`src/rtl/sha_pkg.sv`:
```
// Shared types, constants and helper functions for the SHA-256 engine.
`default_nettype none
package sha_pkg;

  // Input word: one message byte with its flags
  typedef struct packed {
    logic [7:0] byte_value;
    logic       byte_present;
    logic       is_last;
  } sha_in_t;

  // Output word: one digest word
  typedef struct packed {
    logic [31:0] digest_word;
    logic        word_is_last;
  } sha_out_t;

  // One 512-bit block handed from the front to the compression core
  typedef struct packed {
    logic [15:0][31:0] words;
    logic              fin;
  } sha_job_t;

  localparam int JobW = $bits(sha_job_t);

  localparam logic [7:0] PadByte = 8'h80;
  localparam logic [5:0] LenPos  = 6'd56;
  localparam logic [5:0] LastPos = 6'd63;

  localparam logic [31:0] ShaIv [8] = '{
    32'h6a09e667, 32'hbb67ae85, 32'h3c6ef372, 32'ha54ff53a,
    32'h510e527f, 32'h9b05688c, 32'h1f83d9ab, 32'h5be0cd19
  };

  localparam logic [31:0] ShaK [64] = '{
    32'h428a2f98, 32'h71374491, 32'hb5c0fbcf, 32'he9b5dba5,
    32'h3956c25b, 32'h59f111f1, 32'h923f82a4, 32'hab1c5ed5,
    32'hd807aa98, 32'h12835b01, 32'h243185be, 32'h550c7dc3,
    32'h72be5d74, 32'h80deb1fe, 32'h9bdc06a7, 32'hc19bf174,
    32'he49b69c1, 32'hefbe4786, 32'h0fc19dc6, 32'h240ca1cc,
    32'h2de92c6f, 32'h4a7484aa, 32'h5cb0a9dc, 32'h76f988da,
    32'h983e5152, 32'ha831c66d, 32'hb00327c8, 32'hbf597fc7,
    32'hc6e00bf3, 32'hd5a79147, 32'h06ca6351, 32'h14292967,
    32'h27b70a85, 32'h2e1b2138, 32'h4d2c6dfc, 32'h53380d13,
    32'h650a7354, 32'h766a0abb, 32'h81c2c92e, 32'h92722c85,
    32'ha2bfe8a1, 32'ha81a664b, 32'hc24b8b70, 32'hc76c51a3,
    32'hd192e819, 32'hd6990624, 32'hf40e3585, 32'h106aa070,
    32'h19a4c116, 32'h1e376c08, 32'h2748774c, 32'h34b0bcb5,
    32'h391c0cb3, 32'h4ed8aa4a, 32'h5b9cca4f, 32'h682e6ff3,
    32'h748f82ee, 32'h78a5636f, 32'h84c87814, 32'h8cc70208,
    32'h90befffa, 32'ha4506ceb, 32'hbef9a3f7, 32'hc67178f2
  };

  function automatic logic [31:0] ror32(input logic [31:0] v, input int n);
    ror32 = (v >> n) | (v << (32 - n));
  endfunction

  // Build a padded block: keep data below pos, 0x80 at pos, zeros after,
  // and the bit length in the tail when it fits. Without data, only length.
  function automatic logic [15:0][31:0] pad_block(input logic [15:0][31:0] words,
                                                  input logic [5:0] pos,
                                                  input logic [63:0] bits,
                                                  input logic with_data);
    logic [15:0][31:0] res;
    logic [7:0]        b;
    res = '0;
    for (int j = 0; j < 64; j++) begin
      b = 8'h00;
      if (with_data) begin
        if (6'(j) < pos) b = words[j / 4][8 * (3 - j % 4) +: 8];
        else if (6'(j) == pos) b = PadByte;
      end
      if (j >= 56 && (!with_data || pos < LenPos)) b = bits[8 * (63 - j) +: 8];
      res[j / 4][8 * (3 - j % 4) +: 8] = b;
    end
    pad_block = res;
  endfunction

endpackage
`default_nettype wire

```
`src/rtl/sha_front.sv`:
```
// Byte packer and padder: fills 512-bit blocks and queues them for compression.
`default_nettype none
module sha_front import sha_pkg::*; (
  input  wire logic     clk,
  input  wire logic     rst_n,
  input  wire logic     in_valid,
  output logic          in_stall,
  input  wire sha_in_t  in_word,
  input  wire logic     q_full,
  output logic          q_push,
  output sha_job_t      q_job
);

  typedef enum logic [2:0] {
    FILL = 3'b001,
    PAD  = 3'b010,
    PAD2 = 3'b100
  } fr_state_t;

  fr_state_t         state_r, state_nxt;
  logic [60:0]       count_r, count_nxt;
  logic [15:0][31:0] buf_r, buf_nxt;
  logic              accept;
  logic [5:0]        pos;
  logic [63:0]       bits;

  assign in_stall = (state_r != FILL) || q_full;
  assign accept   = in_valid && !in_stall;
  assign pos      = count_r[5:0];
  assign bits     = {count_r, 3'b000};

  // Take bytes, queue full blocks, then pad on the closing word
  always_comb begin
    state_nxt = state_r;
    count_nxt = count_r;
    buf_nxt   = buf_r;
    q_push    = 1'b0;
    q_job     = '{words: buf_r, fin: 1'b0};
    case (state_r)
      FILL: begin
        if (accept) begin
          if (in_word.byte_present) begin
            buf_nxt[pos[5:2]][8 * (3 - int'(pos[1:0])) +: 8] = in_word.byte_value;
            count_nxt = count_r + 61'd1;
            if (pos == LastPos) begin
              q_push = 1'b1;
              q_job  = '{words: buf_nxt, fin: 1'b0};
            end
          end
          if (in_word.is_last) state_nxt = PAD;
        end
      end
      PAD: begin
        if (!q_full) begin
          q_push = 1'b1;
          q_job  = '{words: pad_block(buf_r, pos, bits, 1'b1), fin: (pos < LenPos)};
          if (pos < LenPos) begin
            count_nxt = '0;
            state_nxt = FILL;
          end else begin
            state_nxt = PAD2;
          end
        end
      end
      PAD2: begin
        if (!q_full) begin
          q_push    = 1'b1;
          q_job     = '{words: pad_block(buf_r, pos, bits, 1'b0), fin: 1'b1};
          count_nxt = '0;
          state_nxt = FILL;
        end
      end
      default: state_nxt = FILL;
    endcase
  end

  always_ff @(posedge clk) begin
    if (!rst_n) begin
      state_r <= FILL;
      count_r <= '0;
    end else begin
      state_r <= state_nxt;
      count_r <= count_nxt;
    end
  end

  always_ff @(posedge clk) begin
    buf_r <= buf_nxt;
  end

endmodule
`default_nettype wire

```
`config.mk`:
```
export PLATFORM = sky130hd
export DESIGN_NAME = sha_front
export DESIGN_NICKNAME = d
export VERILOG_FILES = /design/src/rtl/sha_pkg.sv /design/src/rtl/sha_front.sv
export SDC_FILE = /design/constraint.sdc
export NUM_CORES = 1
export LEC_CHECK = 0
export ABC_CLOCK_PERIOD_IN_PS = 20500
export BUFFER_PORTS_ARGS = -buffer_cell sky130_fd_sc_hd__buf_2
export CAP_MARGIN = 20
export CELL_PAD_IN_SITES_DETAIL_PLACEMENT = 1
export CELL_PAD_IN_SITES_GLOBAL_PLACEMENT = 2
export CORE_UTILIZATION = 33
export DETAILED_ROUTE_END_ITERATION = 16
export PLACE_DENSITY_LB_ADDON = 0.1
export REMOVE_ABC_BUFFERS = 1
export SETUP_SLACK_MARGIN = 0.02
export SLEW_MARGIN = 40
export SYNTH_ARGS = -nofsm -noshare
export SYNTH_HDL_FRONTEND = slang
export SYNTH_SLANG_ARGS = --single-unit
```
`constraint.sdc`:
```
create_clock -name clk -period 20.5 [get_ports clk]
set_clock_uncertainty 0.05 [all_clocks]
set_input_delay 2.05 -clock clk [delete_from_list [all_inputs] [get_ports clk]]
set_output_delay 2.05 -clock clk [all_outputs]
set_load 0.03 [all_outputs]
```
; ---- Yosys cells after proc, flatten, opt, wreduce, memory -nomap -nowiden
; Cells that the tools add are included.
[totals]
ram_bits = 0
latch_bits = 0
mem_count = 0
romBits = 0
inputBits = 14
output_inout_bits = 515
reg_bits = 576
wordCells = 336
[op_classes]
div = 0
muxes = 162
n_reduce_logical = 10
mul = 0
add_sub_neg = 3
n_eq_ne = 74
magnitude_cmp = 67
bitwise_logic = 0
shifts = 2
[ops]
columns = operator, n
row1 = 513-bit two-way mux, 5
row2 = 513-bit case mux with 3 select lines, 1
row3 = 8-bit two-way mux, 136
row4 = 512-bit bitwise mux, 1
row5 = 61-bit two-way mux, 5
row6 = 6-bit equality test (first input constant), 32
row7 = 6-bit < comparator (first input constant), 32
row8 = 61-bit case mux with 3 select lines, 1
row9 = 32-bit demux with 4-bit select, 1
row10 = 5-bit by 6-bit equality test with 1-bit output (first input constant), 16
row11 = 5-bit by 6-bit < comparator with 1-bit output (first input constant), 16
row12 = 61-bit by 1-bit adder with 61-bit output (second input constant), 1
row13 = 4-bit by 6-bit equality test with 1-bit output (first input constant), 8
row14 = 4-bit by 6-bit < comparator with 1-bit output (first input constant), 8
row15 = 6-bit negation with 33-bit output, 1
row16 = 8-bit by 33-bit variable shift with 32-bit output (first input constant), 1
row17 = 8-bit by 33-bit variable part select with 32-bit output, 1
row18 = 32-bit two-way mux, 1
row19 = 3-bit by 6-bit equality test with 1-bit output (first input constant), 4
row20 = 3-bit by 6-bit < comparator with 1-bit output (first input constant), 4
row21 = 3-bit two-way mux, 5
row22 = 2-bit by 6-bit equality test with 1-bit output (first input constant), 2
row23 = 1-bit by 6-bit < comparator with 1-bit output (first input constant), 2
row24 = 2-bit by 6-bit < comparator with 1-bit output (first input constant), 2
row25 = 23 further kinds, 32

; ---- Depth between registers and ports, before layout
[logic_depth]
depth_word = 10
depth_mapped = 11
depth_no_buf = 7

; ---- Worst setup path before layout
; OpenSTA, ideal clock, no wires.
[synth_timing]
kind = in2out
start = input q_full
end = output q_job[487] in the netlist's numbering
n_path_buf = 2
setup_slack_ps = 68
path_stages = 6
arrival_time_ps = 18332
required_ps = 18400
cell_sequence = buf_6 -> nor2_1 -> nand2_1 -> clkinv_1 -> clkbuf_1 -> a221o_1
[synth_lines]
columns = element, line_no
row1 = "start, declared", sha_front.sv:9  ; input wire logic q_full,
row2 = "end, declared", sha_front.sv:11  ; output sha_job_t q_job

==> impl_metrics.env <==
export IMPL_grt_use_total_pct=28.9
export IMPL_io_pins=529
export IMPL_fin_crit_ps=8430
export IMPL_fp_dieW_um=313
export IMPL_via_count=28919
export IMPL_die_area_um2=97800
export IMPL_grt_pass1_wl_um=210000
export IMPL_synth_edf_count=512
export IMPL_clk_path_buf_depth=3
export IMPL_cts_clk_slew_worst_paths_ps=50
export IMPL_drt_pass1_iter_count=5
export IMPL_grt_most_used_layer="met2"
export IMPL_slowest_delay_ps=800
export IMPL_grtUsageMet2_pct=48.1
export IMPL_insertion_delay_ps=650
export IMPL_cts_max_level=3
export IMPL_ys_types=87
export IMPL_cts_root_buffer_cell="clkbuf_16"
export IMPL_wl_per_cell_um=29.5
export IMPL_cts_sinks=576
export IMPL_slew_viol_final=0
export IMPL_drc_errors=0
export IMPL_syn_inst=3204
export IMPL_relSlewSlack_pct=40.1
export IMPL_ant_nets=0
export IMPL_cap_viol_max_count=0
export IMPL_crit_path_start_kind="primary input"
export IMPL_status="complete, no violations"
export IMPL_port_buffers=528
export IMPL_die_y_um=313
export IMPL_critPathMaxFanout=108
export IMPL_ys_warn_count=0
export IMPL_dpl_instance_area_um2=35700
export IMPL_async_flop_share_pct=0
export IMPL_routabilityCongestion=0.889
export IMPL_cellPowerDensity_nw_per_um2=74.0
export IMPL_grt_start_max_net_pins=122
export IMPL_synth_area_um2=31900
export IMPL_worstPathArrival_ps=6330
export IMPL_synth_seq_area_share_pct=52.2
export IMPL_cts_resized=0
export IMPL_globalRouteMet3Util_pct=6.39
export IMPL_fillerInstances=10742
export IMPL_ctsHoldBuffers=0
export IMPL_syn_area_per_cell_um2=9.95
export IMPL_period_share_pct=41.1
export IMPL_cts_buffers=73
export IMPL_dpl_hpwl_um=104000
export IMPL_hold_viol=0
export IMPL_setup_viol=0
export IMPL_cts_setup_buffers=0
export IMPL_instances_no_fill=4956
export IMPL_grt_ovfl_total=0
export IMPL_ys_ff_latch=576
export IMPL_antenna_found_initial=8
export IMPL_p_leak_uw=0.0139
export IMPL_row_count=113
export IMPL_worst_setup_path_end_kind="output port"
export IMPL_drt_initial_drc_count=2467
export IMPL_rsz0062_at_grt="false"
export IMPL_mostFrequentLayoutCells="nand2_1, buf_2, edfxtp_1"
export IMPL_tns_ps=0
export IMPL_final_common_cell="nand2_1"
export IMPL_ys_flop_type="edfxtp_1"
export IMPL_worst_pin_slew_ps=892
export IMPL_crit_path_cell_trace="buf_2 -> buf_4 -> nor2_1 -> and4_4 -> buf_12 -> buf_16 -> buf_4 -> o21ai_1 -> a221o_1 -> buf_2"
export IMPL_fmax_ghz=0.119
export IMPL_grt_pass1_vias=29250
export IMPL_cts_tree="built"
export IMPL_crit_slowest_cell="and4_4"
export IMPL_critPathKind="in -> out"
export IMPL_drive_gt1_share_pct=22.5
export IMPL_initial_core_util_pct=33.5
export IMPL_nNetsFinal=3653
export IMPL_wl_um=146000
export IMPL_grt_use_met1_pct=37.0
export IMPL_hp_class="reg -> reg"
export IMPL_max_vdd_ir_drop_mv=0.0506
export IMPL_via_per_inst=5.84
export IMPL_design_area_um2=38100
export IMPL_worstPathRequired_ps=18400
export IMPL_coreArea_um2=95300
export IMPL_dp_cells=4822
export IMPL_syn_to_final_growth_pct=19.4
[power breakdown]
group | switching, uW | internal (uW)
Sequential | 12.5 | 1300
Clock | 548 | 717
Combinational | 183 | 58.2
Total | 744 | 2070
[area by class of cell]
type / count / area, um2 / area share (%)
flip-flops and latches: 576 / 16700 / 43.8
clock buffers: 93 / 1960 / 5.16
inverters: 48 / 193 / 0.506
multi-input cells: 2352 / 14200 / 37.4
clock inverters: 39 / 303 / 0.796
diodes: 1 / 2.50 / 0.00658
well taps: 1265 / 1580 / 4.16
repair buffers: 582 / 3110 / 8.18
[logic make-up after synthesis]
family	Yosys count	synth area share (%)
simple gates	1167	17.8
compound gates	1112	23.8
flops	576	52.2
buf+inv	276	3.65
mux	60	2.10
xor+xnor	7	0.192
fa+ha+maj	6	0.235
[final timing paths]
kind / start / to / slack (ps) / depth (start not counted)
max: q_full / q_job[224] / 12070 / 10
min: count_r[59] / count_r[59] / 460 / 2
max reg2reg: state_r[2] / count_r[4] / 16380 / 8
min reg2reg: count_r[59] / count_r[59] / 460 / 2
[cell usage after synthesis (32+ instances only)]
cell type / instances / area share [%]
nand2_1: 616 / 7.3
edfxtp_1: 512 / 48
o21ai_0: 453 / 7.1
a22o_1: 296 / 8.1
clkbuf_1: 151 / 1.8
nor2_1: 98 / 1.2
and2_1: 91 / 1.8
nor2b_1: 82 / 1.6
a21oi_1: 75 / 1.2
dfxtp_1: 64 / 4.0
mux2_2: 56 / 2.0
nand3_1: 52 / 0.82
buf_2: 49 / 0.77
inv_1: 46 / 0.54
nor3_1: 41 / 0.64
o31ai_1: 38 / 0.89
a221o_1: 34 / 1.1
or4_1: 32 / 0.75
[state kept, by name, summed over array words and instances, names as in the netlist]
signal,cells
buf_r,512
count_r,61
state_r,3
[metrics by stage]
| step | power, uW | setup WS, ps | hold slack [ps] | util [%] |
|---|---|---|---|---|
| after floorplan | 1490 | 2270 | 411 | - |
| after global placement | 1570 | 12210 | 435 | 37.3 |
| after detailed placement | 1580 | 12030 | 453 | 37.5 |
| after CTS | 2840 | 12030 | 462 | 39.9 |
| after global routing | 2900 | 11850 | 481 | 39.9 |
| final | 2820 | 12070 | 461 | 39.9 |
[layer usage]
metal | part of all wire [%] | up-vias
li1 | - | 12979
met1 | 42 | 14744
met2 | 48 | 963
met3 | 6.8 | 225
met4 | 3.6 | 8
met5 | 0.038 | -
[critical path, delay by kind of cell]
kind / cells / cell delay, ps
AO/OA/AOI/OAI: 2 / 920
buffers and inverters: 6 / 2150
AND/OR/NAND/NOR: 2 / 1060
(Power assumes the default switching activity.)
