==> src/rtl/sha_pkg.sv <==
// Shared types, constants and helper functions for the SHA-256 engine.
`default_nettype none
package sha_pkg;

  // Input word: one message byte with its flags
  typedef struct packed {
    logic [7:0] byte_value;
    logic       byte_present;
    logic       is_last;
  } sha_in_t;

  // Output word: one digest word
  typedef struct packed {
    logic [31:0] digest_word;
    logic        word_is_last;
  } sha_out_t;

  // One 512-bit block handed from the front to the compression core
  typedef struct packed {
    logic [15:0][31:0] words;
    logic              fin;
  } sha_job_t;

  localparam int JobW = $bits(sha_job_t);

  localparam logic [7:0] PadByte = 8'h80;
  localparam logic [5:0] LenPos  = 6'd56;
  localparam logic [5:0] LastPos = 6'd63;

  localparam logic [31:0] ShaIv [8] = '{
    32'h6a09e667, 32'hbb67ae85, 32'h3c6ef372, 32'ha54ff53a,
    32'h510e527f, 32'h9b05688c, 32'h1f83d9ab, 32'h5be0cd19
  };

  localparam logic [31:0] ShaK [64] = '{
    32'h428a2f98, 32'h71374491, 32'hb5c0fbcf, 32'he9b5dba5,
    32'h3956c25b, 32'h59f111f1, 32'h923f82a4, 32'hab1c5ed5,
    32'hd807aa98, 32'h12835b01, 32'h243185be, 32'h550c7dc3,
    32'h72be5d74, 32'h80deb1fe, 32'h9bdc06a7, 32'hc19bf174,
    32'he49b69c1, 32'hefbe4786, 32'h0fc19dc6, 32'h240ca1cc,
    32'h2de92c6f, 32'h4a7484aa, 32'h5cb0a9dc, 32'h76f988da,
    32'h983e5152, 32'ha831c66d, 32'hb00327c8, 32'hbf597fc7,
    32'hc6e00bf3, 32'hd5a79147, 32'h06ca6351, 32'h14292967,
    32'h27b70a85, 32'h2e1b2138, 32'h4d2c6dfc, 32'h53380d13,
    32'h650a7354, 32'h766a0abb, 32'h81c2c92e, 32'h92722c85,
    32'ha2bfe8a1, 32'ha81a664b, 32'hc24b8b70, 32'hc76c51a3,
    32'hd192e819, 32'hd6990624, 32'hf40e3585, 32'h106aa070,
    32'h19a4c116, 32'h1e376c08, 32'h2748774c, 32'h34b0bcb5,
    32'h391c0cb3, 32'h4ed8aa4a, 32'h5b9cca4f, 32'h682e6ff3,
    32'h748f82ee, 32'h78a5636f, 32'h84c87814, 32'h8cc70208,
    32'h90befffa, 32'ha4506ceb, 32'hbef9a3f7, 32'hc67178f2
  };

  function automatic logic [31:0] ror32(input logic [31:0] v, input int n);
    ror32 = (v >> n) | (v << (32 - n));
  endfunction

  // Build a padded block: keep data below pos, 0x80 at pos, zeros after,
  // and the bit length in the tail when it fits. Without data, only length.
  function automatic logic [15:0][31:0] pad_block(input logic [15:0][31:0] words,
                                                  input logic [5:0] pos,
                                                  input logic [63:0] bits,
                                                  input logic with_data);
    logic [15:0][31:0] res;
    logic [7:0]        b;
    res = '0;
    for (int j = 0; j < 64; j++) begin
      b = 8'h00;
      if (with_data) begin
        if (6'(j) < pos) b = words[j / 4][8 * (3 - j % 4) +: 8];
        else if (6'(j) == pos) b = PadByte;
      end
      if (j >= 56 && (!with_data || pos < LenPos)) b = bits[8 * (63 - j) +: 8];
      res[j / 4][8 * (3 - j % 4) +: 8] = b;
    end
    pad_block = res;
  endfunction

endpackage
`default_nettype wire

==> src/rtl/sha_core.sv <==
// Compression core: one round per cycle, chaining hash and digest output buffer.
`default_nettype none
module sha_core import sha_pkg::*; (
  input  wire logic     clk,
  input  wire logic     rst_n,
  input  wire logic     q_empty,
  input  wire sha_job_t q_job,
  output logic          q_pop,
  output logic          out_valid,
  input  wire logic     out_stall,
  output sha_out_t      out_word
);

  typedef enum logic [2:0] {
    IDLE = 3'b001,
    RUN  = 3'b010,
    ADD  = 3'b100
  } co_state_t;

  co_state_t         state_r, state_nxt;
  logic [5:0]        t_r, t_nxt;
  logic              fin_r, fin_nxt;
  logic [31:0]       hash_r [8];
  logic [31:0]       hash_nxt [8];
  logic [31:0]       wk_r [8];
  logic [31:0]       wk_nxt [8];
  logic [15:0][31:0] w_r, w_nxt;
  logic [31:0]       dig_r [8];
  logic [31:0]       dig_nxt [8];
  logic [2:0]        ocnt_r, ocnt_nxt;
  logic              obusy_r, obusy_nxt;
  logic [31:0]       s0, s1, ch, mj, t1, t2, sg0, sg1, w_new;
  logic              out_take;

  assign out_valid = obusy_r;
  assign out_word  = '{digest_word: dig_r[0], word_is_last: (ocnt_r == 3'd7)};
  assign out_take  = obusy_r && !out_stall;
  assign q_pop     = (state_r == IDLE) && !q_empty;

  // Round and schedule datapath
  always_comb begin
    s1    = ror32(wk_r[4], 6) ^ ror32(wk_r[4], 11) ^ ror32(wk_r[4], 25);
    ch    = (wk_r[4] & wk_r[5]) ^ (~wk_r[4] & wk_r[6]);
    t1    = wk_r[7] + s1 + ch + ShaK[t_r] + w_r[0];
    s0    = ror32(wk_r[0], 2) ^ ror32(wk_r[0], 13) ^ ror32(wk_r[0], 22);
    mj    = (wk_r[0] & wk_r[1]) ^ (wk_r[0] & wk_r[2]) ^ (wk_r[1] & wk_r[2]);
    t2    = s0 + mj;
    sg0   = ror32(w_r[1], 7) ^ ror32(w_r[1], 18) ^ (w_r[1] >> 3);
    sg1   = ror32(w_r[14], 17) ^ ror32(w_r[14], 19) ^ (w_r[14] >> 10);
    w_new = w_r[0] + sg0 + w_r[9] + sg1;
  end

  // Sequence: load block, 64 rounds, fold into hash, hand digest off
  always_comb begin
    state_nxt = state_r;
    t_nxt     = t_r;
    fin_nxt   = fin_r;
    hash_nxt  = hash_r;
    wk_nxt    = wk_r;
    w_nxt     = w_r;
    dig_nxt   = dig_r;
    ocnt_nxt  = ocnt_r;
    obusy_nxt = obusy_r;

    // Drain digest words, first word first
    if (out_take) begin
      for (int i = 0; i < 7; i++) dig_nxt[i] = dig_r[i + 1];
      ocnt_nxt = ocnt_r + 3'd1;
      if (ocnt_r == 3'd7) obusy_nxt = 1'b0;
    end

    case (state_r)
      IDLE: begin
        if (!q_empty) begin
          w_nxt     = q_job.words;
          fin_nxt   = q_job.fin;
          wk_nxt    = hash_r;
          t_nxt     = '0;
          state_nxt = RUN;
        end
      end
      RUN: begin
        wk_nxt[7] = wk_r[6];
        wk_nxt[6] = wk_r[5];
        wk_nxt[5] = wk_r[4];
        wk_nxt[4] = wk_r[3] + t1;
        wk_nxt[3] = wk_r[2];
        wk_nxt[2] = wk_r[1];
        wk_nxt[1] = wk_r[0];
        wk_nxt[0] = t1 + t2;
        w_nxt     = {w_new, w_r[15:1]};
        t_nxt     = t_r + 6'd1;
        if (t_r == 6'd63) state_nxt = ADD;
      end
      ADD: begin
        if (!fin_r) begin
          for (int i = 0; i < 8; i++) hash_nxt[i] = hash_r[i] + wk_r[i];
          state_nxt = IDLE;
        end else if (!obusy_r) begin
          for (int i = 0; i < 8; i++) dig_nxt[i] = hash_r[i] + wk_r[i];
          hash_nxt  = ShaIv;
          ocnt_nxt  = '0;
          obusy_nxt = 1'b1;
          state_nxt = IDLE;
        end
      end
      default: state_nxt = IDLE;
    endcase
  end

  always_ff @(posedge clk) begin
    if (!rst_n) begin
      state_r <= IDLE;
      obusy_r <= 1'b0;
      ocnt_r  <= '0;
      hash_r  <= ShaIv;
    end else begin
      state_r <= state_nxt;
      obusy_r <= obusy_nxt;
      ocnt_r  <= ocnt_nxt;
      hash_r  <= hash_nxt;
    end
  end

  always_ff @(posedge clk) begin
    t_r   <= t_nxt;
    fin_r <= fin_nxt;
    wk_r  <= wk_nxt;
    w_r   <= w_nxt;
    dig_r <= dig_nxt;
  end

endmodule
`default_nettype wire
==> config.mk <==
export PLATFORM = sky130hd
export DESIGN_NAME = sha_core
export DESIGN_NICKNAME = d
export VERILOG_FILES = /design/src/rtl/sha_pkg.sv /design/src/rtl/sha_core.sv
export SDC_FILE = /design/constraint.sdc
export NUM_CORES = 2
export LEC_CHECK = 0
export BUFFER_PORTS_ARGS = -buffer_cell sky130_fd_sc_hd__buf_2
export CAP_MARGIN = 20
export CORE_MARGIN = 10
export CORE_UTILIZATION = 56
export CTS_CLUSTER_DIAMETER = 100
export DETAILED_ROUTE_END_ITERATION = 7
export PLACE_DENSITY = 0.73
export REMOVE_ABC_BUFFERS = 1
export SKIP_CTS_REPAIR_TIMING = 1
export SLEW_MARGIN = 15
export SYNTH_ARGS = -nofsm -noshare
export SYNTH_HDL_FRONTEND = slang
export SYNTH_SLANG_ARGS = --single-unit
export TNS_END_PERCENT = 50
==> constraint.sdc <==
create_clock -name clk -period 15.5 [get_ports clk]
set_input_delay 2.325 -clock clk [delete_from_list [all_inputs] [get_ports clk]]
set_output_delay 2.325 -clock clk [all_outputs]
set_load 0.01 [all_outputs]
---- Word level (Yosys, flattened, before mapping) ----
Memories as Yosys holds them, arrays and structs flattened.
Index checks and enable logic that the tools add are counted.
cells by class
  bitwise gates (word level) .............. 30
  equality and inequality tests ........... 9
  $lt $le $gt $ge ......................... 1
  add/sub/neg operators ................... 20
  mux-type cells .......................... 28
  reductions and logical operators ........ 10
operators with widths
  cell              count
  $mux 256          6
  $pmux 512 s2      1
  $add 32x32->32    18
  $mux 512          1
  $pmux 256 s2      1
  $xor 32x32->32    9
  $mux 224          1
  $and 32x32->32    5
  $mux 32           2
  $not 32->32       1
  $or 10x32->32     1
  $or 13x32->32     1
  $or 14x32->32     1
  $or 15x32->32     1
  $or 19x32->32     1
  $or 21x32->32     1
  $or 25x32->32     1
  $or 26x32->32     1
  $or 30x32->32     1
  $or 7x32->32      1
  $xor 32x22->32    1
  $xor 32x29->32    1
  $mux 3            8
  $pmux 6 s2        1
  other kinds (19)  32
word-level totals
  ROM bits ................................ 2048
  logic and storage cells ................. 144
  bits in registers ....................... 1294
  memories kept ........................... 1
memory list
  memory            words  bits a word  rd ports  clocked after memory_dff  wr ports  RTL line        RTL
  (name not given)  64     32           1         0                         0         sha_core.sv:44  t1 = wk_r[7] + s1 + ch + ShaK[t_r] + w_r[0];

---- Logic depth before layout (Yosys ltp) ----
  word-level depth ........................ 9
  mapped depth ............................ 33
  mapped depth without buffers ............ 33

---- Worst setup path after synthesis ----
Ideal clock, no wire load.
  path kind ............................... input port to flip-flop
  start ................................... in q_empty
  end ..................................... reg t_r[0] (enable)
  setup slack ............................. 2.348 ns
  path buffers ............................ 0
  stages on the path ...................... 2
  data arrival time ....................... 12.325 ns
  path through ............................ nor4b_1 > or2_2
between the ends
  longest elaborated chain between the ends .. 2
RTL lines
  element                     RTL line         RTL
  from (decl)                 sha_core.sv:6    input wire logic q_empty,
  $ne 2x2->1 (no line)        --
  $reduce_and 2->1 (no line)  --
  to (signal assigned)        sha_core.sv:126  t_r <= t_nxt;
  to (decl)                   sha_core.sv:21   logic [5:0] t_r, t_nxt;
No other way between the ends.
A chain may end at the register's enable or synchronous reset.

==> summary.txt <==
Status: completed
Fraction of layout cells with a size suffix above 1: 10.1%
CP Max Fanout: 20
Slew @ Worst Pin: 1160 ps
Vias in the first global route: 66400
Setup Slack @ Placement: 6260 ps
Max VDD drop: 0.469 mV
Worst-path clk slew: 70 ps
CP Data Arrival Time: 9920 ps
#FFs+latches synth: 1294
Root Buffer: clkbuf_16
Final worst path period share: 60.6%
DP HPWL: 210 mm
Via count: 68200
Crit Path Class: flip-flop to flip-flop
Worst Setup EP: wk_r[253]$_DFFE_PP_
Achievable frequency: 106 MHz
Hold Slack: 456 ps
Drt wl/cell: 25.4 µm
WL final: 286 mm
Max Slew Vio Count: 0
CP bufs+invs: 3
Area of the multi-input gates: 41900 µm²
Min-delay src: dig_r[91]$_DFF_P_
Filler cell count: 12100
Rel. slew slack: 22.2%
CP Depth: 28
Total congestion overflow: 0
Initial antenna violation count: 29
CTS Sinks: 1294
Startpoint types: flip-flop
Setup crit start: t_r[1]$_SDFFCE_PN0P_
Drt pass-1 iters: 6
Sum Neg Setup Slack: 0 ps
Routed Antenna Nets: 0
Full die area: 158000 µm²
Reg2Reg Setup Slack: 6100 ps
Post-synth ARST share: 0%
Global-route wire length before repair: 420 mm
Ys Warns: 0
Most numerous cell in the Yosys netlist: nand2_1
Area growth, synth to finish: 11.0%
FF-to-FF Start: t_r[1]$_SDFFCE_PN0P_
CP dominant cell by count: nand2_1
Synth area leaders: edfxtp_1, nand2_1, dfxtp_1
R2R cell count: 28
Starting Density: 56.3%
Cells after Synth: 8976
Crit end category: flip-flop
Max-cap viol count: 0
Top-area cell type share of the netlist area: 30.5%
CTS tree: yes
Core ar.: 141000 µm²
Chip height: 397 µm
Clock Skew: 58.2 ps
DRC Markers: 0
Final Setup Violations: 0
Hold Fails Final Rpt: 0
Initial DRC Count: 8149
Synth Area per Inst: 8.87 µm²
Post-Synthesis Cell Area: 79600 µm²
Slowest stage delay, CP: 1060 ps
GRT Total Usage: 34.9%
Reg-to-Reg End: wk_r[253]$_DFFE_PP_
CP max stage cell: o41ai_1
# IOs: 552
Largest net degree at the start of global routing: 205
P_leak: 38.2 nW
Placer Congestion: 0.985
Fin crit period: 9400 ps
Sequential area share after synthesis: 42.7%
CP Data Required Time: 16030 ps
Top FF cell, synth: edfxtp_1
Hold Path Class: flip-flop to flip-flop
Core Rows: 138
Port Buffers: 551
Clock latency on the worst-skew pair: 810 ps
Fin nets: 10300
Largest area contributor in the netlist: edfxtp_1
Vias per Instance: 6.06
Inserted Clock Buffers: 144
Post-synthesis cell type count: 101
CTS Buffer Depth: 3
H-tree depth: 4
Pwr/cell area: 229 nW/µm²
DIE WIDTH: 397 µm
Number of flops mapped to enable cells by yosys: 807
Synth top cells by count: nand2_1, edfxtp_1, dfxtp_1
Fin worst setup slack: 6100 ps
RSZ-0062 raised after global routing: no
Cell family with most CP delay: compound AO/OA/AOI/OAI gates
Seq. cell area: 34000 µm²
## final cells by class
cell class	count	share of cell area, %
Antenna cell	25	0.0709
Clock buffer	197	4.59
Clock inverter	68	0.998
Inverter	440	1.87
Multi-Input combinational cell	6723	47.5
Sequential cell	1294	38.5
Tap cell	1890	2.68
Timing Repair Buffer	616	3.80
## cell usage in the layout, fill, tap and decap left out, types with 207 or more instances in the layout
master    instances
nand2_1        2756
edfxtp_1        807
buf_2           552
dfxtp_1         487
inv_1           437
a21oi_1         404
ha_1            397
o21ai_0         387
nor2_1          380
xnor2_1         379
xor2_1          218
a31oi_1         207
## through the flow
step / utilization [%] / instance area [µm²] / instances / power (mW)
2_1_floorplan: - / 77500 / 8457 / 13.0
3_3_place_gp: 58.9 / 83300 / 11000 / 16.2
3_5_place_dp: 58.9 / 83300 / 11000 / 16.4
4_1_cts: 62.4 / 88200 / 11200 / 20.0
5_1_grt: 62.4 / 88300 / 11200 / 21.5
6_report: 62.4 / 88300 / 11300 / 20.2
## power by group
| group | leakage, nW | internal (mW) | switching [mW] |
|---|---|---|---|
| clock network | 2.39 | 2.03 | 1.53 |
| logic | 24.4 | 4.84 | 7.60 |
| registers | 11.4 | 3.96 | 0.240 |
## registers in the layout, indices dropped and copies added, names as in the netlist
name and flops:
dig_r 224, fin_r 1, hash_r 256, ocnt_r 3
out_valid 1, out_word 32, state_r 3, t_r 6
w_r 512, wk_r 256
## logic make-up after synthesis
kind of cell	count (synthesis)	synth area share, %
simple gates	3664	18.8
compound gates	1793	14.9
flops	1294	42.7
buf+inv	959	4.68
fa+ha+maj	615	11.5
xor+xnor	598	6.59
mux	53	0.884
## worst reg2reg max path: cells and delay by family (launching register included)
| family | cells | cell delay [ps] |
|---|---|---|
| muxes | 1 | 480 |
| xor gates and xnor gates | 2 | 430 |
| adders and majority gates | 5 | 2440 |
| DFF | 1 | 930 |
| AOI/OAI and AO/OA | 8 | 2560 |
| and+or+nand+nor | 9 | 1850 |
| buffers and inverters | 3 | 470 |
## worst min-delay path by stage
| stage | end | slack [ps] | cells after the start |
|---|---|---|---|
| 3_3_place_gp | ocnt_r[1]$_SDFF_PN0_ | 450 | 2 |
| 6_report | dig_r[123]$_DFF_P_ | 460 | 2 |
| 3_5_place_dp | ocnt_r[2]$_SDFF_PN0_ | 460 | 2 |
| 2_1_floorplan | state_r[1]$_SDFFE_PN0P_ | 440 | 1 |
| 5_1_grt | dig_r[209]$_DFF_P_ | 490 | 2 |
| 4_1_cts | dig_r[123]$_DFF_P_ | 460 | 2 |
## metal layers
metal / GRT usage (%) / vias up / routed length, µm
met1: 43.2 / 32700 / 110000
met2: 56.9 / 3548 / 133000
met5: 0 / - / 55
met3: 6.74 / 713 / 25100
li1: - / 31200 / -
met4: 19.8 / 8 / 18000
No activity file was read; power rests on OpenSTA's default activity.
