**src/rtl/sha_fifo.sv**
```systemverilog
// Two-entry job queue between the block front and the compression core.
`default_nettype none
module sha_fifo #(
  parameter int W = 8
) (
  input  wire logic         clk,
  input  wire logic         rst_n,
  input  wire logic         push,
  input  wire logic [W-1:0] push_data,
  output logic              full,
  input  wire logic         pop,
  output logic [W-1:0]      pop_data,
  output logic              empty
);

  logic [W-1:0] mem_r [2];
  logic         wr_ptr_r, wr_ptr_nxt;
  logic         rd_ptr_r, rd_ptr_nxt;
  logic [1:0]   cnt_r, cnt_nxt;

  assign full     = (cnt_r == 2'd2);
  assign empty    = (cnt_r == 2'd0);
  assign pop_data = mem_r[rd_ptr_r];

  // Advance pointers and fill count
  always_comb begin
    wr_ptr_nxt = wr_ptr_r ^ push;
    rd_ptr_nxt = rd_ptr_r ^ pop;
    cnt_nxt    = cnt_r + {1'b0, push} - {1'b0, pop};
  end

  always_ff @(posedge clk) begin
    if (!rst_n) begin
      wr_ptr_r <= 1'b0;
      rd_ptr_r <= 1'b0;
      cnt_r    <= 2'd0;
    end else begin
      wr_ptr_r <= wr_ptr_nxt;
      rd_ptr_r <= rd_ptr_nxt;
      cnt_r    <= cnt_nxt;
    end
  end

  // Store pushed entry
  always_ff @(posedge clk) begin
    if (push) mem_r[wr_ptr_r] <= push_data;
  end

endmodule
`default_nettype wire

```
**config.mk**
```make
export PLATFORM = sky130hd
export DESIGN_NAME = sha_fifo
export DESIGN_NICKNAME = d
export VERILOG_FILES = /design/src/rtl/sha_fifo.sv
export SDC_FILE = /design/constraint.sdc
export NUM_CORES = 1
export LEC_CHECK = 0
export BUFFER_PORTS_ARGS = -buffer_cell sky130_fd_sc_hd__buf_2
export CAP_MARGIN = 25
export CORE_AREA = 2 2 42 52
export CTS_CLUSTER_DIAMETER = 30
export DETAILED_ROUTE_END_ITERATION = 10
export DIE_AREA = 0 0 44 54
export PLACE_DENSITY = 0.68
export SLEW_MARGIN = 30
export SYNTH_ARGS = -nofsm -noshare
export SYNTH_HDL_FRONTEND = slang
export SYNTH_SLANG_ARGS = --single-unit
```
**constraint.sdc**
```tcl
create_clock -name clk -period 2.9 [get_ports clk]
set_clock_uncertainty 0.1 [all_clocks]
set_input_delay 0.435 -clock clk [delete_from_list [all_inputs] [get_ports clk]]
set_output_delay 0.435 -clock clk [all_outputs]
set_load 0.1 [all_outputs]
```
# Word level (Yosys, flattened, before mapping)
# Memories as Yosys holds them, arrays and structs flattened. A register that Yosys moved wholly into a read port is not among the register bits.
# Index checks and enable logic that the tools add are counted.
# totals
elab_cells	13
n_memories	1
reg_bits	4
output_inout_bits	10
in_bits	12
ram_bits	16
# op_classes
eq_ne	1
n_addsub	2
bitwise_logic	2
n_mux	3
reduce_logical	1
# mem_list
name	depth	width	rd	rd_ports_with_merged_regs	wr	line_no	text
mem_r	2	8	1	1	1	16	logic [W-1:0] mem_r [2];
# ops
op	count
$mux 1	3
$add 2x1->2	1
$eq 2x2->1 const B	1
$logic_not 2->1	1
$sub 2x1->2	1
$xor 1x1->1	2

# Depth between registers and ports, before layout
# Gate-level depths: netlist of run 1.
# logic_depth
ltp_word	2
ltp_mapped	6
ltp_nobuf	6

# Least setup slack after synthesis of run 1
# Ideal clock, no wire load.
# synth_timing
path_kind	reg-to-output
from	register cnt_r[1]
to	output port full
required_ns	2.365
setup_slack_ns	0.659
t_arrival_ns	1.706
path_buffers	0
path_stages_with_launch	2
path_cell_list	dfxtp_1 > nor2b_1
# synth_between
elab_chain_len	1
# synth_rtl
item	line_no	text
start, declared	19	logic [1:0] cnt_r, cnt_nxt;
start signal, assigned	40	cnt_r <= cnt_nxt;
$eq 2x2->1	21	assign full = (cnt_r == 2'd2);
end, declared	10	output logic full,
# No other way between the ends.

==> results of run 1 <==
==> flip-flops by register name, summed over array words and instances, names as in the netlist, named ones only <==
signal / flops
wr_ptr_r: 1
cnt_r: 2
mem_r: 16
rd_ptr_r: 1
==> through the flow <==
step	hold WS, ns	utilization, %
global placement	0.429	48.3
CTS	0.204	49.7
detailed placement	0.446	48.3
floorplan	0.421	-
finish	0.211	49.7
global route	0.198	49.7
==> cell usage after synthesis <==
cell type,instances,area [um2]
and2_1,3,18.8
buf_2,1,5.00
dfxtp_1,5,100
edfxtp_1,16,480
ha_1,4,50.1
inv_1,3,11.3
mux2_2,8,90.1
nor2_1,1,3.75
nor2b_1,3,18.8
xnor3_1,1,22.5
xor2_1,1,8.76
==> power by group through the flow <==
stage | sequential [mW] | combinational, mW | clock [mW]
2_1_floorplan | 0.363 | 0.208 | 0
3_3_place_gp | 0.369 | 0.235 | 0
3_5_place_dp | 0.371 | 0.239 | 0
4_1_cts | 0.364 | 0.240 | 0.143
5_1_grt | 0.366 | 0.248 | 0.152
6_report | 0.363 | 0.237 | 0.140
==> worst max path at each step <==
| stage | end | slack, ns |
|---|---|---|
| 3_3_place_gp | pop_data[2] | 1.17 |
| 5_1_grt | pop_data[4] | 0.79 |
| 2_1_floorplan | full | 0.66 |
| 3_5_place_dp | pop_data[4] | 1.17 |
| 4_1_cts | pop_data[4] | 0.82 |
| 6_report | pop_data[4] | 0.86 |
==> critical path: cells and delay by family, from the launching register on <==
family / cells / cell delay (ns)
mux: 1 / 0.38
buf+inv: 1 / 0.29
flops: 1 / 0.53
==> cell families (layout without fill, tap and decap cells) <==
| group | count (synthesis) | in the layout | share of synthesized area, % |
|---|---|---|---|
| adders and majority gates | 4 | 4 | 6.18 |
| muxes | 8 | 8 | 11.1 |
| buffers and inverters | 4 | 28 | 2.01 |
| DFF | 21 | 21 | 71.7 |
| and+or+nand+nor | 7 | 7 | 5.10 |
| xor gates and xnor gates | 2 | 2 | 3.86 |
==> per-layer routing <==
layer  track usage [%]  wire, um  vias to the layer above
met5                 0         0                        -
met4              9.09        12                        0
met3              3.02        92                        2
met2              18.6       636                       14
met1              10.3       434                      206
li1                  -         -                      215
==> cell type report <==
type                            instances  area (um2)
Fill cell                             182         975
Sequential cell                        21         581
Multi-Input combinational cell         21         213
Timing Repair Buffer                   21         105
Tap cell                               20        25.0
Clock buffer                            3        22.5
Inverter                                3        11.3
Clock inverter                          1        5.00
==> results by group, run 1 <==
Outcome
  – Status: completed

Die
  – Die Width: 44 um
  – Initial core utilization: 41.8%
  – Row count: 18
  – Chip height: 54 um
  – Core ar.: 0.00194 mm2
  – Die footprint: 0.00238 mm2
  – I/O pins: 22

Global route
  – GRT overflow: 0
  – GRT Total Usage: 10.7%
  – Initial antenna violation count: 0
  – Vias in the first global route: 423
  – First-pass GRT wire length: 1700 um
  – Largest net degree at the start of global routing: 13

Power
  – Switching Share: 38.4%
  – Pleak: 0.399 nW
  – Reg power frac: 49.1%
  – Pwr Total: 0.740 mW
  – Max VDD drop: 344 uV
  – NetSw: 0.284 mW
  – Int Power: 0.455 mW
  – Pwr dens: 769 mW/mm2
  – Clk pwr share: 18.9%
  – Combinational share of power: 32.1%

Run
  – Number of max-cap violations: 0

Setup path
  – CP max FO: 8
  – Reg2reg setup slack: 1.52 ns
  – Reg2Reg Capture Point: cnt_r[1]$_SDFF_PN0_
  – WS Path Type: reg2out
  – Critical path cell sequence: mux2_2 > buf_2
  – CP endpoint kind: output pin
  – R2R cell count: 6
  – Critical register-to-register path startpoint: cnt_r[0]$_SDFF_PN0_
  – Max incr delay on CP: 0.53 ns
  – Data arrival, critical path: 1.50 ns
  – Worst setup SP type: flip-flop
  – Critical Path RT: 2.37 ns
  – Critical path's slowest cell: dfxtp_1

STA
  – Final setup viols: 0
  – Worst slew pin tran: 0.488 ns
  – Unrepaired setup endpoints after global routing: no
  – Final slew viol count: 0
  – Final Cycle Share: 70.2%
  – Setup_tns: 0 ns
  – Min cycle time layout: 2.04 ns
  – Fin. Hold Viols: 0
  – Final setup margin: 0.863 ns
  – Fmax: 491 MHz
  – Slew margin rel.: 67.7%

Yosys
  – Syn_area_per_cell: 17.6 um2
  – Fraction of the yosys area taken by sequential cells: 71.7%
  – Synth warn: 0
  – Number of synthesized register bits: 21
  – Cells after Synth: 46
  – Synthesized area: 810 um2
  – Synth Net Count: 62
  – Post-synthesis cell type count: 11

Clock tree
  – Clk buf depth: 2
  – TritonCTS clock tree: done
  – Root buf cell: clkbuf_4
  – CTS buffer count: 3
  – H-tree Lvls: 1
  – Cts repair resizes: 0
  – Clock transition at path regs: 0.12 ns
  – Clock Latency Late Sink: 0.30 ns
  – # hold bufs at CTS: 0
  – Clk sinks: 21
  – Post-CTS setup buffers: 0

Drt
  – First-pass DRT Iterations: 3
  – Post-route ant nets: 0
  – Drt drc: 0
  – Iteration-0 DRC Markers: 4
  – Total number of vias: 437
  – Vias per inst: 4.86
  – Wire per inst: 13.1 um
  – DRT Wirelength: 1180 um

Placed design
  – Post-DP HPWL: 861 um
  – Placed instance count: 86
  – Routability cong.: 0.609
  – Dpl cell area: 935 um2
  – Pre-CTS setup slack: 1.17 ns
  – Port buffer count: 21

Layout
  – Cell Count, Final, Fillers Out: 90
  – Area growth from synthesis to layout: 18.9%
  – Most frequent cells in the layout: 21 x buf_2, 16 x edfxtp_1, 8 x mux2_2
  – Leading cell type in the layout, fill and taps excluded: buf_2
  – Share of cells above drive strength 1: 47.1%
  – # diodes: 0
  – Nets: 87
  – Post-route cell area: 962 um2

Worst hold path
  – Hold crit path type: in2reg
  – Hold EP: mem_r[0][2]$_DFFE_PP_
  – Hold_sp: push_data[2]
  – Hold Path Stages: 1
Note: power is estimated with default switching activity, not from simulation.
==> run 2, diff against run 1 <==
==> constraint.sdc (replaced) <==
create_clock -name clk -period 2 [get_ports clk]
set_clock_uncertainty 0.1 [all_clocks]
set_input_delay 0.3 -clock clk [delete_from_list [all_inputs] [get_ports clk]]
set_output_delay 0.3 -clock clk [all_outputs]
set_load 0.1 [all_outputs]
==> run 2 against run 1 <==
  * Power is 44% higher
  * Core utilization is 0.065 points higher
  * Cell area is 0.13% higher
  * Clock power is 39% higher
  * Worst hold slack worse by 0.12 ns
  * Die area stayed put
  * Critical endpoint is now pop_data[7]
  * Largest cell class unchanged
  * Highest routed layer unchanged
==> results by group, run 2 (synthesis gave the netlist of run 1 again) <==
Clock tree
  – Post-CTS setup buffers: 0 (unchanged)
  – # hold bufs at CTS: 0 (unchanged)
  – Clock transition at path regs: 0.11 ns (was 0.12 ns)
  – TritonCTS clock tree: done (unchanged)
  – Clock Latency Late Sink: 0.29 ns (was 0.30 ns)
  – CTS buffer count: 3 (unchanged)
  – Cts repair resizes: 0 (unchanged)
  – Root buf cell: clkbuf_4 (unchanged)
  – Clk sinks: 21 (unchanged)
  – Clk buf depth: 2 (unchanged)
  – H-tree Lvls: 1 (unchanged)

Global route
  – Vias in the first global route: 401 (was 423)
  – First-pass GRT wire length: 1630 um (was 1700 um)
  – Busiest layer in global routing: met2 (unchanged)
  – GRT Total Usage: 10.5% (was 10.7%)
  – M1 GR Usage: 10.4% (was 10.3%)
  – Met3 GRT Util: 2.01% (was 3.02%)
  – Initial antenna violation count: 0 (unchanged)
  – M2 GR Usage: 17.6% (was 18.6%)
  – GRT overflow: 0 (unchanged)
  – Largest net degree at the start of global routing: 12 (was 13)

Setup path
  – Reg2reg setup slack: 0.65 ns (was 1.52 ns)
  – CP endpoint kind: output pin (unchanged)
  – R2R cell count: 6 (unchanged)
  – WS Path Type: reg2out (unchanged)
  – Reg2Reg Capture Point: cnt_r[1]$_SDFF_PN0_ (unchanged)
  – Critical register-to-register path startpoint: cnt_r[0]$_SDFF_PN0_ (unchanged)
  – Worst setup SP type: flip-flop (unchanged)
  – CP max FO: 8 (unchanged)
  – Critical Path RT: 1.60 ns (was 2.37 ns)
  – Data arrival, critical path: 1.51 ns (was 1.50 ns)

STA
  – Final setup margin: 0.0866 ns (was 0.863 ns)
  – Worst slew pin tran: 0.489 ns (was 0.488 ns)
  – Min cycle time layout: 1.91 ns
  – Fin. Hold Viols: 0 (unchanged)
  – Unrepaired setup endpoints after global routing: no (unchanged)
  – Final slew viol count: 0 (unchanged)
  – Fmax: 523 MHz
  – Hold slack: 0.0872 ns (was 0.211 ns)
  – Final setup viols: 0 (unchanged)
  – Setup_tns: 0 ns (unchanged)
  – Final Cycle Share: 95.7%
  – Slew margin rel.: 67.6% (was 67.7%)

Layout
  – Reg with most FFs: mem_r (unchanged)
  – Nets: 87 (unchanged)
  – Post-route cell area: 963 um2 (was 962 um2)
  – Cell Count, Final, Fillers Out: 90 (unchanged)
  – Most frequent cells in the layout: 21 x buf_2, 16 x edfxtp_1, 8 x mux2_2 (unchanged)
  – Share of cells above drive strength 1: 47.1% (unchanged)
  – # diodes: 0 (unchanged)
  – Largest regs: mem_r (16), cnt_r (2) (unchanged)
  – Area growth from synthesis to layout: 19.0% (was 18.9%)
  – Leading cell type in the layout, fill and taps excluded: buf_2 (unchanged)
  – Max FFs per register: 16 (unchanged)
  – Fin util: 49.7% (about the same)

Die
  – Die Width: 44 um (unchanged)
  – Die footprint: 0.00238 mm2 (unchanged)
  – Row count: 18 (unchanged)
  – Core ar.: 0.00194 mm2 (unchanged)
  – Initial core utilization: 41.8% (unchanged)
  – Chip height: 54 um (unchanged)
  – I/O pins: 22 (unchanged)

Placed design
  – Post-DP HPWL: 816 um (was 861 um)
  – Port buffer count: 21 (unchanged)
  – Placed instance count: 86 (unchanged)
  – Dpl cell area: 937 um2 (was 935 um2)
  – Pre-CTS setup slack: 0.396 ns (was 1.17 ns)
  – Routability cong.: 0.610 (was 0.609)

Power
  – Pwr Total: 1.06 mW (was 0.740 mW)
  – Pleak: 0.397 nW (was 0.399 nW)
  – Max VDD drop: 573 uV (was 344 uV)
  – Pwr dens: 1100 mW/mm2 (was 769 mW/mm2)

Drt
  – Vias per inst: 4.71 (was 4.86)
  – Post-route ant nets: 0 (unchanged)
  – Total number of vias: 424 (was 437)
  – Iteration-0 DRC Markers: 3 (was 4)
  – First-pass DRT Iterations: 4 (was 3)
  – Wire per inst: 12.0 um (was 13.1 um)
  – Drt drc: 0 (unchanged)
  – DRT Wirelength: 1080 um (was 1180 um)

Outcome
  – Status: completed (unchanged)

Worst hold path
  – Hold crit path type: in2reg (unchanged)
  – Hold Path Stages: 1 (unchanged)
  – Hold EP: mem_r[1][6]$_DFFE_PP_ (was mem_r[0][2]$_DFFE_PP_)
  – Hold_sp: push_data[6] (was push_data[2])

Run
  – Number of max-cap violations: 0 (unchanged)
[run 2: cell count changes in the layout (fill, tap and decap cells not counted)]
cell,previous run,this run
clkbuf_1,0,1
clkinv_2,1,0
nor2b_1,3,2
nor2b_2,0,1
[run 2: final cells by class]
cell class                      instances  area (um2)
Clock buffer                            4        26.3
Fill cell                             179         973
Inverter                                3        11.3
Multi-Input combinational cell         21         215
Sequential cell                        21         581
Tap cell                               20        25.0
Timing Repair Buffer                   21         105
[run 2: worst max-delay path: stages, from the launching register on]
cell and delay [ns]:
dfxtp_1 0.55, mux2_2 0.38, buf_2 0.29
[run 2: report_power, final]
part	total, mW	leakage (nW)	internal (mW)	switching [mW]
clock network	0.194	0.0150	0.0776	0.117
logic	0.343	0.190	0.0803	0.263
registers	0.525	0.192	0.506	0.0190
[run 2: worst max-delay path by stage]
| stage | start | end | slack [ns] | cells after the start |
|---|---|---|---|---|
| after floorplan | cnt_r[1]$_SDFF_PN0_ | empty | 0.02 | 1 |
| after global placement | flip-flop | pop_data[3] | 0.41 | 2 |
| after detailed placement | flip-flop | pop_data[7] | 0.40 | 2 |
| after CTS | flip-flop | pop_data[7] | 0.05 | 2 |
| after global routing | flip-flop | pop_data[7] | 0.01 | 2 |
| final | flip-flop | pop_data[7] | 0.09 | 2 |
[run 2: routing by layer]
layer | wire length [um] | vias to the layer above
li1 | - | 211
met1 | 405 | 196
met2 | 583 | 13
met3 | 57 | 4
met4 | 29 | 0
met5 | 0 | -
==> run 3, diff against run 2 <==
--- a/config.mk
+++ b/config.mk
@@ -7,11 +7,13 @@
 export LEC_CHECK = 0
 export BUFFER_PORTS_ARGS = -buffer_cell sky130_fd_sc_hd__buf_2
 export CAP_MARGIN = 25
-export CORE_AREA = 2 2 42 52
+export CELL_PAD_IN_SITES_DETAIL_PLACEMENT = 1
+export CELL_PAD_IN_SITES_GLOBAL_PLACEMENT = 2
+export CORE_AREA = 2 2 48 59
 export CTS_CLUSTER_DIAMETER = 30
 export DETAILED_ROUTE_END_ITERATION = 10
-export DIE_AREA = 0 0 44 54
-export PLACE_DENSITY = 0.68
+export DIE_AREA = 0 0 50 61
+export PLACE_DENSITY_LB_ADDON = 0.1
 export SLEW_MARGIN = 30
 export SYNTH_ARGS = -nofsm -noshare
 export SYNTH_HDL_FRONTEND = slang
==> run 3 against run 2 <==
  * Clock-buffer cell count shrank 1
  * Sequential cell count is the same
  * Combinational power is essentially flat
  * Maximum frequency grew 6.0%
  * Highest routed layer is now met3
  * Largest power group unchanged
==> results by group, run 3 (synthesis gave the netlist of run 1 again) <==
Setup path
  – CP max FO: 8 (unchanged)
  – Reg2reg setup slack: 0.63 ns (was 0.65 ns)
  – WS Path Type: reg2out (unchanged)
  – Data arrival, critical path: 1.40 ns (was 1.51 ns)
  – Worst setup SP type: flip-flop (unchanged)
  – Critical Path RT: 1.60 ns (about the same)
  – Max incr delay on CP: 0.46 ns (was 0.55 ns)
  – Top delay family on crit path: flip-flops (unchanged)
  – CP endpoint kind: output pin (unchanged)
  – Critical path's slowest cell: dfxtp_2 (was dfxtp_1)
  – Buf+Inv Stages, Crit Path: 1 (unchanged)
  – Critical path cell sequence: mux2_2 > buf_2 (unchanged)
  – Critical register-to-register path startpoint: cnt_r[0]$_SDFF_PN0_ (unchanged)

Clock tree
  – Clock transition at path regs: 0.11 ns (about the same)
  – Clk buf depth: 2 (unchanged)
  – # hold bufs at CTS: 0 (unchanged)
  – H-tree Lvls: 1 (unchanged)
  – Post-CTS setup buffers: 0 (unchanged)
  – Clock Latency Late Sink: 0.29 ns (about the same)
  – TritonCTS clock tree: done (unchanged)
  – CTS buffer count: 3 (unchanged)
  – Cts repair resizes: 0 (unchanged)
  – Clk sinks: 21 (unchanged)
  – Root buf cell: clkbuf_4 (unchanged)

Drt
  – Post-route ant nets: 0 (unchanged)
  – First-pass DRT Iterations: 4 (unchanged)
  – Met1 Routed Length: 535 um (was 405 um)
  – Drt drc: 0 (unchanged)
  – DR WL met3: 74 um (was 57 um)
  – Vias per inst: 4.22 (was 4.71)
  – Wire per inst: 11.6 um (was 12.0 um)
  – Uppermost layer routed: met3 (was met4)
  – Iteration-0 DRC Markers: 8 (was 3)
  – Met2 Wirelength: 588 um (was 583 um)
  – DRT Wirelength: 1200 um (was 1080 um)
  – Total number of vias: 435 (was 424)

Die
  – I/O pins: 22 (unchanged)
  – Core ar.: 0.00248 mm2 (was 0.00194 mm2)
  – Row count: 20 (was 18)
  – Die Width: 50 um (was 44 um)
  – Chip height: 61 um (was 54 um)
  – Die footprint: 0.00305 mm2 (was 0.00238 mm2)
  – Initial core utilization: 32.7% (was 41.8%)

Placed design
  – Pre-CTS setup slack: 0.375 ns (was 0.396 ns)
  – Routability cong.: 0.612 (was 0.610)
  – Dpl cell area: 953 um2 (was 937 um2)
  – Post-DP HPWL: 925 um (was 816 um)
  – Port buffer count: 21 (unchanged)
  – Placed instance count: 99 (was 86)

Layout
  – Most frequent cells in the layout: 21 x buf_2, 16 x edfxtp_1, 8 x mux2_2 (unchanged)
  – Nets: 87 (unchanged)
  – Max FFs per register: 16 (unchanged)
  – Post-route cell area: 982 um2 (was 963 um2)
  – Cell Count, Final, Fillers Out: 103 (was 90)
  – # diodes: 0 (unchanged)
  – Share of cells above drive strength 1: 50.0% (was 47.1%)
  – Largest regs: mem_r (16), cnt_r (2) (unchanged)
  – Fillcell total: 262 (was 179)
  – Area growth from synthesis to layout: 21.3% (was 19.0%)
  – Reg with most FFs: mem_r (unchanged)
  – Leading cell type in the layout, fill and taps excluded: buf_2 (unchanged)

Power
  – Pleak: 0.400 nW (was 0.397 nW)
  – Int Power: 0.662 mW (was 0.664 mW)
  – Pwr dens: 1080 mW/mm2 (was 1100 mW/mm2)
  – NetSw: 0.402 mW (was 0.399 mW)
  – Combinational share of power: 32.5% (was 32.3%)
  – Switching Share: 37.8% (was 37.5%)
  – Clk pwr share: 18.0% (was 18.3%)
  – Reg power frac: 49.6% (was 49.4%)
  – Max VDD drop: 415 uV (was 573 uV)

STA
  – Min cycle time layout: 1.80 ns (was 1.91 ns)
  – Fin. Hold Viols: 0 (unchanged)
  – Final setup viols: 0 (unchanged)
  – Unrepaired setup endpoints after global routing: no (unchanged)
  – Final setup margin: 0.195 ns (was 0.0866 ns)
  – Final Cycle Share: 90.2% (was 95.7%)
  – Slew margin rel.: 67.6% (about the same)
  – Worst slew pin tran: 0.489 ns (about the same)
  – Setup_tns: 0 ns (unchanged)
  – Final slew viol count: 0 (unchanged)
  – Fmax: 554 MHz (was 523 MHz)

Global route
  – GRT Total Usage: 9.38% (was 10.5%)
  – Initial antenna violation count: 0 (unchanged)
  – Largest net degree at the start of global routing: 13 (was 12)
  – First-pass GRT wire length: 2090 um (was 1630 um)
  – Vias in the first global route: 461 (was 401)
  – GRT overflow: 0 (unchanged)

Run
  – Number of max-cap violations: 0 (unchanged)

Outcome
  – Status: completed (unchanged)

Worst hold path
  – Hold_sp: push_data[1] (was push_data[6])
  – Hold crit path type: in2reg (unchanged)
-- run 3: changes by cell type in the layout (fill, tap and decap cells not counted) --
cell      before  now
clkbuf_1       1    0
clkinv_2       0    1
dfxtp_1        5    4
dfxtp_2        0    1
-- run 3: layer usage --
layer  GRT usage [%]  vias to the layer above
met5               0                        -
met4            3.57                        0
met3            2.46                        0
met2            15.2                       16
met1            12.1                      210
li1                -                      209
-- run 3: stage by stage --
step | hold WS, ns | total power, mW | util (%)
2_1_floorplan | 0.299 | 0.831 | -
3_3_place_gp | 0.388 | 0.884 | 38.5
3_5_place_dp | 0.392 | 0.887 | 38.5
4_1_cts | 0.0772 | 1.08 | 39.6
5_1_grt | 0.0706 | 1.12 | 39.6
6_report | 0.0897 | 1.06 | 39.6
-- run 3: area by class of cell --
class                           count  area [um2]  area share (%)
Tap cell                           33        41.3            4.20
Sequential cell                    21         582            59.2
Clock inverter                      1        5.00           0.510
Multi-Input combinational cell     21         215            21.9
Timing Repair Buffer               21         105            10.7
Clock buffer                        3        22.5            2.29
Inverter                            3        11.3            1.15
-- run 3: worst paths after layout --
check        cells past startpoint                     to
min                              1  mem_r[1][1]$_DFFE_PP_
max reg2reg                      6    cnt_r[1]$_SDFF_PN0_
max                              2            pop_data[5]
min reg2reg                      3    wr_ptr_r$_SDFF_PN0_
-- run 3: power by group through the flow --
stage	Clock [mW]	Sequential [mW]	Combinational [mW]
CTS	0.204	0.528	0.350
detailed placement	0	0.538	0.349
finish	0.191	0.527	0.345
floorplan	0	0.527	0.304
global placement	0	0.536	0.348
global route	0.224	0.533	0.364
